### config.mk
export PLATFORM = sky130hd
export DESIGN_NAME = servo_pwm_sweep_generator
export DESIGN_NICKNAME = d
export VERILOG_FILES = /design/src/hw/rtl/spsg_pkg.sv /design/src/hw/rtl/spsg_ctrl.sv /design/src/hw/rtl/spsg_dpath.sv /design/src/hw/rtl/servo_pwm_sweep_generator.sv
export SDC_FILE = /design/constraint.sdc
export NUM_CORES = 2
export LEC_CHECK = 0
export CAP_MARGIN = 20
export CORE_UTILIZATION = 70
export DETAILED_ROUTE_END_ITERATION = 6
export DONT_BUFFER_PORTS = 1
export PLACE_DENSITY = 0.89
export RECOVER_POWER = 25
export SLEW_MARGIN = 20
export SYNTH_ARGS = -nofsm -noshare
export SYNTH_HDL_FRONTEND = slang
export SYNTH_SLANG_ARGS = --single-unit
### constraint.sdc
create_clock -name clk -period 20.8 [get_ports clk]
set_clock_uncertainty 0.2 [all_clocks]
set_input_delay 1.04 -clock clk [delete_from_list [all_inputs] [get_ports clk]]
set_output_delay 1.04 -clock clk [all_outputs]
set_load 0.1 [all_outputs]
### src/hw/rtl/spsg_pkg.sv
// ----------------------------------------------------------------------------
// spsg_pkg
// shared types and constants of the servo pwm sweep generator
// ----------------------------------------------------------------------------
package spsg_pkg;

  localparam int CFG_IDX_W  = 3;
  localparam int CFG_DATA_W = 16;
  localparam int ADC_W      = 12;
  localparam int ANGLE_W    = 8;
  localparam int PULSE_W    = 16;
  localparam int IN_DATA_W  = 16;
  localparam int OUT_DATA_W = 32;

  localparam logic [7:0]  FULL_ANGLE  = 8'd180;
  localparam logic [15:0] RESET_PULSE = 16'd500;

  // reset values of the registers
  localparam logic        RST_MODE     = 1'b0;
  localparam logic [15:0] RST_MIN      = 16'd500;
  localparam logic [15:0] RST_MAX      = 16'd2500;
  localparam logic [15:0] RST_PERIOD   = 16'd20000;
  localparam logic [7:0]  RST_ANG_LOW  = 8'd0;
  localparam logic [7:0]  RST_ANG_HIGH = 8'd180;
  localparam logic [7:0]  RST_STEP     = 8'd1;
  localparam logic [7:0]  RST_PPS      = 8'd1;

  // divide by 180 as multiply by reciprocal, exact for products below 2**24
  localparam int          D180_N_W = 24;
  localparam int          D180_S   = 32;
  localparam int          D180_M_W = 25;
  localparam logic [D180_M_W-1:0] D180_M =
    D180_M_W'(((64'd1 << D180_S) / 64'd180) + 64'd1);

  typedef enum logic [CFG_IDX_W-1:0] {
    REG_MODE      = 3'd0,
    REG_MIN_PULSE = 3'd1,
    REG_MAX_PULSE = 3'd2,
    REG_PERIOD    = 3'd3,
    REG_ANG_LOW   = 3'd4,
    REG_ANG_HIGH  = 3'd5,
    REG_STEP      = 3'd6,
    REG_PPS       = 3'd7
  } cfg_reg_t;

  typedef enum logic [2:0] {
    ST_IDLE,
    ST_MUL1,
    ST_MUL2,
    ST_ANGLE,
    ST_PMUL,
    ST_PDIV,
    ST_PULSE,
    ST_OUT
  } state_t;

  typedef struct packed {
    logic capture;
    logic mul1;
    logic mul2;
    logic angle;
    logic pmul;
    logic pdiv;
    logic pulse;
    logic load_out;
  } cmd_t;

endpackage

### src/hw/rtl/spsg_ctrl.sv
// ----------------------------------------------------------------------------
// spsg_ctrl
// sequencer: walks one tick through the datapath steps and owns out_tvalid
// ----------------------------------------------------------------------------
module spsg_ctrl (
  input  logic          clk,
  input  logic          rst_n,
  input  logic          in_tvalid,
  output logic          in_tready,
  output logic          out_tvalid,
  input  logic          out_tready,
  output spsg_pkg::cmd_t cmd
);
  import spsg_pkg::*;

  state_t state_r, state_nxt;
  logic   out_valid_r, out_valid_nxt;
  logic   out_free;

  assign out_free   = !out_valid_r || out_tready;
  assign in_tready  = (state_r == ST_IDLE);
  assign out_tvalid = out_valid_r;

  always_comb begin
    state_nxt = state_r;
    unique case (state_r)
      ST_IDLE:  if (in_tvalid) state_nxt = ST_MUL1;
      ST_MUL1:  state_nxt = ST_MUL2;
      ST_MUL2:  state_nxt = ST_ANGLE;
      ST_ANGLE: state_nxt = ST_PMUL;
      ST_PMUL:  state_nxt = ST_PDIV;
      ST_PDIV:  state_nxt = ST_PULSE;
      ST_PULSE: state_nxt = ST_OUT;
      ST_OUT:   if (out_free) state_nxt = ST_IDLE;
    endcase
  end

  always_comb begin
    cmd = '0;
    unique case (state_r)
      ST_IDLE:  cmd.capture  = in_tvalid;
      ST_MUL1:  cmd.mul1     = 1'b1;
      ST_MUL2:  cmd.mul2     = 1'b1;
      ST_ANGLE: cmd.angle    = 1'b1;
      ST_PMUL:  cmd.pmul     = 1'b1;
      ST_PDIV:  cmd.pdiv     = 1'b1;
      ST_PULSE: cmd.pulse    = 1'b1;
      ST_OUT:   cmd.load_out = out_free;
    endcase
  end

  always_comb begin
    out_valid_nxt = out_valid_r;
    if (out_valid_r && out_tready) out_valid_nxt = 1'b0;
    if (cmd.load_out) out_valid_nxt = 1'b1;
  end

  always_ff @(posedge clk) begin
    if (!rst_n) begin
      state_r     <= ST_IDLE;
      out_valid_r <= 1'b0;
    end else begin
      state_r     <= state_nxt;
      out_valid_r <= out_valid_nxt;
    end
  end

endmodule

### src/hw/rtl/spsg_dpath.sv
// ----------------------------------------------------------------------------
// spsg_dpath
// registers, tick timer, angle mapping, sweep and pulse width arithmetic
// ----------------------------------------------------------------------------
module spsg_dpath #(
  parameter int ADC_FULL_SCALE = 4095,
  parameter int TIMER_WIDTH    = 16
) (
  input  logic                                clk,
  input  logic                                rst_n,
  input  spsg_pkg::cmd_t                      cmd,
  input  logic                                cfg_we,
  input  logic [spsg_pkg::CFG_IDX_W-1:0]      cfg_index,
  input  logic [spsg_pkg::CFG_DATA_W-1:0]     cfg_data,
  input  logic [spsg_pkg::ADC_W-1:0]          adc_sample,
  input  logic                                sample_valid,
  output logic                                pwm_level,
  output logic                                period_start,
  output logic [spsg_pkg::ANGLE_W-1:0]        current_angle,
  output logic [spsg_pkg::PULSE_W-1:0]        pulse_width_us
);
  import spsg_pkg::*;

  // adc scaling: divide by full scale as multiply by reciprocal
  localparam int ADC_N_W = 20;
  localparam int ADC_M_W = 22;
  localparam int ADC_P_W = ADC_N_W + ADC_M_W;
  localparam int ADC_S   = ADC_N_W + $clog2(ADC_FULL_SCALE);
  localparam logic [ADC_M_W-1:0] ADC_M =
    ADC_M_W'(((64'd1 << ADC_S) / 64'(ADC_FULL_SCALE)) + 64'd1);
  localparam int D180_P_W = D180_N_W + D180_M_W;
  localparam int Q2_W     = D180_P_W - D180_S;
  localparam int CW       = ((TIMER_WIDTH > PULSE_W) ? TIMER_WIDTH : PULSE_W) + 1;

  // configuration
  logic        mode_r;
  logic [15:0] min_r, max_r, period_r;
  logic [7:0]  ang_low_r, ang_high_r, step_r, pps_r;

  // state
  logic [TIMER_WIDTH-1:0] tick_r;
  logic [PULSE_W-1:0]     pulse_r;
  logic [ANGLE_W-1:0]     angle_r;
  logic                   sweep_up_r;
  logic [7:0]             pcount_r;
  logic                   pin_r;

  // per-tick working registers
  logic [ADC_W-1:0]       adc_r;
  logic                   manual_r, start_r, upd_r;
  logic [ADC_N_W-1:0]     n_r;
  logic [ADC_P_W-1:0]     adcq_r;
  logic [D180_N_W-1:0]    prod_r;
  logic [D180_P_W-1:0]    pq_r;

  // output payload
  logic                   o_pin_r, o_start_r;
  logic [ANGLE_W-1:0]     o_angle_r;
  logic [PULSE_W-1:0]     o_pulse_r;

  // angle step
  logic [15:0]  q16, a1;
  logic [7:0]   man_ang;
  logic [7:0]   pc_inc;
  logic         do_sweep;
  logic signed [9:0] nxt_s, hi_s, lo_s;
  logic [7:0]   sw_ang;
  logic         sw_up;

  // pulse step
  logic [15:0]  diff;
  logic [Q2_W-1:0] q2;
  logic [17:0]  sum;
  logic [15:0]  pw_map, pw_new;
  logic [15:0]  period_eff;
  logic [CW-1:0] tick_inc;

  always_comb begin
    q16     = 16'(adcq_r[ADC_P_W-1:ADC_S]);
    a1      = (q16 > {8'd0, ang_high_r}) ? {8'd0, ang_high_r} : q16;
    man_ang = (a1 < {8'd0, ang_low_r}) ? ang_low_r : a1[7:0];

    pc_inc   = (pcount_r < 8'd255) ? pcount_r + 8'd1 : pcount_r;
    do_sweep = start_r && mode_r && (pc_inc >= pps_r);

    hi_s  = signed'({2'b00, ang_high_r});
    lo_s  = signed'({2'b00, ang_low_r});
    nxt_s = sweep_up_r ? signed'({2'b00, angle_r}) + signed'({2'b00, step_r})
                       : signed'({2'b00, angle_r}) - signed'({2'b00, step_r});
    sw_up  = sweep_up_r;
    sw_ang = nxt_s[7:0];
    if (nxt_s >= hi_s) begin
      sw_ang = ang_high_r;
      sw_up  = 1'b0;
    end else if (nxt_s <= lo_s) begin
      sw_ang = ang_low_r;
      sw_up  = 1'b1;
    end
  end

  always_comb begin
    diff = (max_r >= min_r) ? max_r - min_r : min_r - max_r;
    q2   = pq_r[D180_P_W-1:D180_S];
    sum  = 18'(min_r) + 18'(q2);
    if (max_r >= min_r) begin
      pw_map = (sum > 18'd65535) ? 16'hffff : sum[15:0];
    end else begin
      pw_map = (18'(q2) >= 18'(min_r)) ? 16'd0 : min_r - q2[15:0];
    end
    pw_new     = upd_r ? pw_map : pulse_r;
    period_eff = (period_r == 16'd0) ? 16'd1 : period_r;
    tick_inc   = CW'(tick_r) + CW'(1);
  end

  // configuration and state
  always_ff @(posedge clk) begin
    if (!rst_n) begin
      mode_r     <= RST_MODE;
      min_r      <= RST_MIN;
      max_r      <= RST_MAX;
      period_r   <= RST_PERIOD;
      ang_low_r  <= RST_ANG_LOW;
      ang_high_r <= RST_ANG_HIGH;
      step_r     <= RST_STEP;
      pps_r      <= RST_PPS;
      tick_r     <= '0;
      pulse_r    <= RESET_PULSE;
      angle_r    <= '0;
      sweep_up_r <= 1'b1;
      pcount_r   <= '0;
      pin_r      <= 1'b0;
    end else begin
      if (cfg_we) begin
        unique case (cfg_reg_t'(cfg_index))
          REG_MODE: begin
            mode_r     <= cfg_data[0];
            sweep_up_r <= 1'b1;
          end
          REG_MIN_PULSE: min_r      <= cfg_data;
          REG_MAX_PULSE: max_r      <= cfg_data;
          REG_PERIOD:    period_r   <= cfg_data;
          REG_ANG_LOW:   ang_low_r  <= cfg_data[7:0];
          REG_ANG_HIGH:  ang_high_r <= cfg_data[7:0];
          REG_STEP:      step_r     <= cfg_data[7:0];
          REG_PPS:       pps_r      <= cfg_data[7:0];
        endcase
      end
      if (cmd.angle) begin
        if (manual_r) begin
          angle_r <= man_ang;
        end
        if (start_r) begin
          pcount_r <= pc_inc;
        end
        if (do_sweep) begin
          pcount_r   <= '0;
          angle_r    <= sw_ang;
          sweep_up_r <= sw_up;
        end
      end
      if (cmd.pulse) begin
        pulse_r <= pw_new;
        pin_r   <= (CW'(tick_r) < CW'(pw_new));
        if (tick_inc >= CW'(period_eff)) tick_r <= '0;
        else tick_r <= tick_inc[TIMER_WIDTH-1:0];
      end
    end
  end

  // working and payload registers
  always_ff @(posedge clk) begin
    if (cmd.capture) begin
      adc_r    <= adc_sample;
      manual_r <= sample_valid && !mode_r;
      start_r  <= (tick_r == '0);
    end
    if (cmd.mul1) n_r <= ADC_N_W'(adc_r) * ADC_N_W'(FULL_ANGLE);
    if (cmd.mul2) adcq_r <= ADC_P_W'(n_r) * ADC_P_W'(ADC_M);
    if (cmd.angle) upd_r <= manual_r || do_sweep;
    if (cmd.pmul) prod_r <= D180_N_W'(angle_r) * D180_N_W'(diff);
    if (cmd.pdiv) pq_r <= D180_P_W'(prod_r) * D180_P_W'(D180_M);
    if (cmd.load_out) begin
      o_pin_r   <= pin_r;
      o_start_r <= start_r;
      o_angle_r <= angle_r;
      o_pulse_r <= pulse_r;
    end
  end

  assign pwm_level      = o_pin_r;
  assign period_start   = o_start_r;
  assign current_angle  = o_angle_r;
  assign pulse_width_us = o_pulse_r;

endmodule

### src/hw/rtl/servo_pwm_sweep_generator.sv
// ----------------------------------------------------------------------------
// servo_pwm_sweep_generator
// hobby servo pwm generator with adc follow and automatic sweep modes
//
//   channel | dir | handshake          | payload
//   in_     | in  | in_tvalid/tready   | tdata adc_sample, tuser sample_valid
//   out_    | out | out_tvalid/tready  | tdata pwm_level, angle, pulse width
//   cfg_    | in  | cfg_we             | cfg_index, cfg_data
//
// one beat per microsecond tick; a beat is accepted only in the idle state, and
// the step sequencer walks it through two multiplier stages for the adc
// mapping and two for the pulse mapping before the next accept.
// the result register lets the next beat be worked on while one waits.
// synchronous active-low reset restores register defaults and state.
// ----------------------------------------------------------------------------
module servo_pwm_sweep_generator #(
  parameter int ADC_FULL_SCALE = 4095,
  parameter int TIMER_WIDTH    = 16
) (
  input  logic                                clk,
  input  logic                                rst_n,
  input  logic                                in_tvalid,
  output logic                                in_tready,
  input  logic [spsg_pkg::IN_DATA_W-1:0]      in_tdata,   // [11:0] adc_sample
  input  logic                                in_tuser,   // [0] sample_valid
  output logic                                out_tvalid,
  input  logic                                out_tready,
  output logic [spsg_pkg::OUT_DATA_W-1:0]     out_tdata,  // [0] pwm_level,
                                                          // [8:1] current_angle,
                                                          // [24:9] pulse_width_us
  output logic                                out_tuser,  // [0] period_start
  input  logic                                cfg_we,
  input  logic [spsg_pkg::CFG_IDX_W-1:0]      cfg_index,
  input  logic [spsg_pkg::CFG_DATA_W-1:0]     cfg_data
);
  import spsg_pkg::*;

  cmd_t               cmd;
  logic               pwm_level;
  logic               period_start;
  logic [ANGLE_W-1:0] current_angle;
  logic [PULSE_W-1:0] pulse_width_us;

  spsg_ctrl u_ctrl (
    .clk        (clk),
    .rst_n      (rst_n),
    .in_tvalid  (in_tvalid),
    .in_tready  (in_tready),
    .out_tvalid (out_tvalid),
    .out_tready (out_tready),
    .cmd        (cmd)
  );

  spsg_dpath #(
    .ADC_FULL_SCALE (ADC_FULL_SCALE),
    .TIMER_WIDTH    (TIMER_WIDTH)
  ) u_dpath (
    .clk            (clk),
    .rst_n          (rst_n),
    .cmd            (cmd),
    .cfg_we         (cfg_we),
    .cfg_index      (cfg_index),
    .cfg_data       (cfg_data),
    .adc_sample     (in_tdata[ADC_W-1:0]),
    .sample_valid   (in_tuser),
    .pwm_level      (pwm_level),
    .period_start   (period_start),
    .current_angle  (current_angle),
    .pulse_width_us (pulse_width_us)
  );

  assign out_tdata = {7'd0, pulse_width_us, current_angle, pwm_level};
  assign out_tuser = period_start;

endmodule

# ---- Yosys cells after proc, flatten, opt, wreduce, memory -nomap -nowiden
# Index checks and enable logic that the tools add are counted.
dict set report op_classes {
  add_sub_neg 8
  n_mul 4
  n_lt_le_gt_ge 11
  n_eq_ne 17
  n_mux 36
  n_reduce_logical 26
}
# operator count
set op_table {}
lappend op_table {{16-bit 2-to-1 mux} 7}
lappend op_table {{8-bit 2-to-1 mux} 8}
lappend op_table {{24-bit by 24-bit multiplier with 48-bit output, second input constant} 1}
lappend op_table {{16-bit subtractor} 3}
lappend op_table {{18-bit by 21-bit multiplier with 39-bit output, second input constant} 1}
lappend op_table {{17-bit by 16-bit >= comparator with 1-bit output} 2}
lappend op_table {{16-bit zero test} 2}
lappend op_table {{3-bit == test, second input constant} 8}
lappend op_table {{8-bit by 16-bit multiplier with 24-bit output} 1}
lappend op_table {{3-bit one-hot mux with 8 select lines} 1}
lappend op_table {{2-bit AND reduction} 11}
lappend op_table {{16-bit by 17-bit adder with 18-bit output} 1}
lappend op_table {{18-bit by 16-bit greater-than comparator with 1-bit output, second input constant} 1}
lappend op_table {{12-bit by 6-bit multiplier with 18-bit output, second input constant} 1}
lappend op_table {{16-bit by 1-bit adder with 17-bit output, second input constant} 1}
lappend op_table {{16-bit >= comparator} 1}
lappend op_table {{16-bit < comparator} 1}
lappend op_table {{16-bit by 8-bit < comparator with 1-bit output} 1}
lappend op_table {{1-bit 2-to-1 mux} 16}
lappend op_table {{3-bit by 2-bit == test with 1-bit output, second input constant} 4}
lappend op_table {{10-bit by 9-bit >= comparator with 1-bit output} 1}
lappend op_table {{10-bit by 9-bit <= comparator with 1-bit output} 1}
lappend op_table {{10-bit 2-to-1 mux} 1}
lappend op_table {{8-bit by 8-bit adder with 9-bit output} 1}
lappend op_table {{16 further kinds} 26}
dict set report totals {
  regBits 307
  input_bits 41
  output_inout_bits 35
  elab_cells 130
}

# ---- Logic depth before layout (Yosys ltp)
dict set report logic_depth {
  depth_word 7
  depth_mapped 32
  ltp_nobuf 31
}

# ---- Hierarchy
# Synthesis repeated with hierarchy kept, for this count alone.
dict set report hier_totals {
  hier_cells 3174
  area_unflattened_um2 29647.2
}
# mod instances cells_each area_each_um2
set by_module_without_submodules {}
lappend by_module_without_submodules {spsg_dpath 1 3129 29243.0}
lappend by_module_without_submodules {spsg_ctrl 1 36 340.3}
lappend by_module_without_submodules {servo_pwm_sweep_generator 1 9 63.8}

# ---- Worst setup path after synthesis
# No wires, ideal clock.
dict set report synth_path {
  path_type {register -> register}
  start {reg u_dpath.min_r[1]}
  end {reg u_dpath.prod_r[23], data pin}
  setup_time_ns 0.260
  t_arrival_ns 6.780
  required_time_ns 20.340
  setup_slack_ns 13.560
  stages_incl_launch_ff 27
  n_path_buf 0
  cell_sequence {dfxtp_1 inv_1 fa_1 a21oi_1 o311ai_0 o21ai_1 a221oi_4 or4_1 a32oi_1 o21ai_0 xor2_1 and2_1 fa_1 fa_1 fa_1 inv_1 fa_1 inv_1 ha_1 nand2_1 nor2_1 o21ai_0 a31oi_1 a211oi_1 o41ai_1 a21oi_1 xnor2_1}
}
dict set report synth_via {
  elab_chain_len 3
  elab_cells_between_ends 5
}
# element line_no
set synth_lines {}
lappend synth_lines {{from (decl)} spsg_dpath.sv:37} ;# logic [15:0] min_r, max_r, period_r;
lappend synth_lines {{from (signal assigned)} spsg_dpath.sv:139} ;# REG_MIN_PULSE: min_r <= cfg_data;
lappend synth_lines {{16-bit subtractor or 16-bit >= comparator (tied branches)} spsg_dpath.sv:102} ;# diff = (max_r >= min_r) ? max_r - min_r : min_r - max_r;
lappend synth_lines {{16-bit 2-to-1 mux *} spsg_dpath.sv:102}
lappend synth_lines {{8-bit by 16-bit multiplier with 24-bit output *} spsg_dpath.sv:180} ;# if (cmd.pmul) prod_r <= D180_N_W'(angle_r) * D180_N_W'(diff);
lappend synth_lines {{to (signal assigned)} spsg_dpath.sv:180}
lappend synth_lines {{to (decl)} spsg_dpath.sv:53} ;# logic [D180_N_W-1:0] prod_r;
# Mark *: on every way between the ends. The rest lies on a longest branch, timed or not.
# A chain may end at the register's enable or synchronous reset.

# ---- Worst setup path in the final report
# Ends and elaborated chain as after synthesis.

==> results.cfg <==
[synthesis]
synthTopCellsByArea = ha_1, fa_1, edfxtp_1
synth_edf_count = 109
yosysSeqAreaShare_pct = 20.0
async_reset_ff_share_pct = 0
postSynthCellCount = 3241
syn_avg_cell_area_um2 = 9.20
syn_area_um2 = 29800
synthFlopType = dfxtp_1
yosysTopAreaCell = ha_1
synth-seq-cells = 244
synth_top_area_share_pct = 22.2
ys_warn_count = 0
yosysUniqueCellTypes = 95

[global_route]
antenna_found_initial = 0
grt_use_total_pct = 35.0
grt_pass1_wl_mm = 122
overflow = 0
grt_max_degree = 79
grt_pass1_vias = 24516

[timing]
setup_viol = 0
min_period_ps = 9430
grt_setup_unrepaired = false
worst_pin_slew_ps = 3680
hold_viol_final = 0
tns_ps = 0
slew_viol_final = 79
period_share_pct = 45.4
max_freq_ghz = 0.106
slew_headroom_pct = -145

[finish]
final_common_cell = inv_1
final-seq-area_um2 = 5980
final_util_pct = 74.4
area_growth_pct = 4.64
drive_gt1_share_pct = 3.08
final_cells = 3757
final_cell_mix = inv_1, ha_1, nand2_1, fa_1, a21oi_1
antennaDiodeCount = 0
nFillCells = 2841
multi_input_area_um2 = 21400
num-nets-final = 4049

[die]
initial_core_util_pct = 71.1
die_w_um = 208
coreArea_um2 = 41900
rows = 75
die_h_um = 208
dieArea_um2 = 43400
pin_count = 76

[critical_path]
r2r-start = u_dpath.min_r[1]$_SDFFE_PN0P_
crit_fanout = 31
start_kind = flop
critPathCaptureType = flop
required_ps = 20920
arrival_ps = 9560
crit_start = u_dpath.min_r[1]$_SDFFE_PN0P_
critPathKind = reg -> reg

[clocking]
clock_path_buffers = 3
cts_made_buffers = 27
cts_setup_buffers = 0
cts_hold_buf = 0
clk_pin_slew_ps = 60
cts_tree = done
postCtsResizedCells = 0
clkLatencyLatePin_ps = 570
h-tree-depth = 1
cts_root_buffer = clkbuf_16
clock_sinks = 244

[placement]
gp_congestion = 1.02
place.detailed.hpwl_mm = 59.9
place_inst = 3707
port_buffers = 0

[drt]
vias_per_cell = 6.25
drt-initial-drc-count = 1802
drtAntennaViolNets = 0
routed_wl_mm = 74.7
drt_pass1_iterations = 6
drc = 0
vias = 23495
routedWlPerCell_um = 19.9

[power_and_ir_drop]
leakage_uw = 0.0151
p_per_area_nw_per_um2 = 67.2
peakVddDrop_v = 0.0000801

[outcome]
failed_checks = max-capacitance violations, max-slew violations
status = finished with violations

[hold_path]
worstHoldPathType = reg -> reg
holdCritStartpoint = u_dpath.pulse_r[2]$_SDFFE_PN1P_

[flow_run]
drv_cap = 1
==> synthesized netlist by cell type (37+ instances only) <==
| cell type | instances |
|---|---|
| inv_1 | 557 |
| ha_1 | 529 |
| nand2_1 | 287 |
| fa_1 | 282 |
| a21oi_1 | 185 |
| dfxtp_1 | 135 |
| nor2_1 | 135 |
| edfxtp_1 | 109 |
| o21ai_0 | 105 |
| clkbuf_1 | 76 |
| and2_1 | 73 |
| nor3_1 | 70 |
| xnor2_1 | 62 |
| nand3_1 | 55 |
| a21o_1 | 53 |
| nor2b_1 | 46 |
| o211ai_1 | 37 |
==> layout make-up <==
type / count / share of cell area (%)
multi-input combinational: 2350 / 68.5
sequential: 244 / 19.2
inverter: 558 / 6.71
clock buffer: 36 / 2.34
tap: 539 / 2.16
clock inverter: 14 / 0.698
timing repair buffer: 16 / 0.389
==> sequential cells by signal (all words and copies together) (netlist names), 9 cells and up <==
register / flops
u_dpath.pq_r: 17
u_dpath.tick_r: 16
u_dpath.max_r: 16
u_dpath.pulse_width_us: 16
u_dpath.n_r: 18
u_dpath.adcq_r: 9
u_dpath.prod_r: 24
u_dpath.adc_r: 12
u_dpath.period_r: 16
u_dpath.min_r: 16
u_dpath.pulse_r: 16
==> metal layers <==
metal  routed length (um)  part of all wire, %  global-route usage (%)  vias up
met5                    0                    0                       0        -
met2                35900                   48                    59.6     1016
met1                30000                   40                    45.1    11374
li1                     -                    -                       -    10876
met3                 6070                  8.1                    5.28      229
met4                 2740                  3.7                    13.2        0
==> critical path, stage by stage (launching register included) <==
cell,delay (ps)
dfxtp_1,680
inv_1,300
fa_1,500
a21oi_1,160
o311ai_0,200
o21ai_1,410
a221o_1,510
nand2_1,260
buf_4,330
mux2_2,360
a31oi_1,660
nor3_2,250
nor3b_1,300
fa_1,470
fa_1,470
fa_1,550
inv_1,50
fa_1,530
inv_1,40
ha_1,360
or2_2,150
a21oi_1,60
a31oi_1,370
a211oi_1,190
o41ai_1,500
a21oi_1,170
xnor2_1,150
==> per-stage QoR <==
stage / total power (uW) / hold WS [ps] / worst slack [ps] / instance area [um^2]
finish: 2100 / 262 / 11370 / 31200
global route: 2260 / 278 / 10960 / 31200
CTS: 2100 / 260 / 11630 / 31200
detailed placement: 1580 / 242 / 11670 / 30300
global placement: 1520 / 239 / 11900 / 30300
floorplan: 1330 / 221 / 13560 / 29800
==> where the power goes <==
group,switching [uW],internal [uW],total [uW]
Clock,205,311,516
Sequential,29.1,553,582
Combinational,583,415,998
Total,817,1280,2100
==> cell families after synthesis <==
group | Yosys count | synth area share [%]
compound gates | 598 | 13.3
xor+xnor | 91 | 2.67
fa+ha+maj | 811 | 41.1
buf+inv | 653 | 8.38
flops | 244 | 20.0
mux | 42 | 1.46
other cells | 1 | 0.0126
simple gates | 801 | 13.0
==> path summary, 6_finish.rpt <==
kind	cells past startpoint	slack, ps	to
worst min register to register	0	260	u_dpath.pulse_width_us[2]$_DFFE_PP_
worst max register to register	26	11370	u_dpath.prod_r[23]$_DFFE_PP_
worst max-delay path	26	11370	u_dpath.prod_r[23]$_DFFE_PP_
worst min-delay path	0	260	u_dpath.pulse_width_us[2]$_DFFE_PP_
Power figures use the tool's default switching activity.
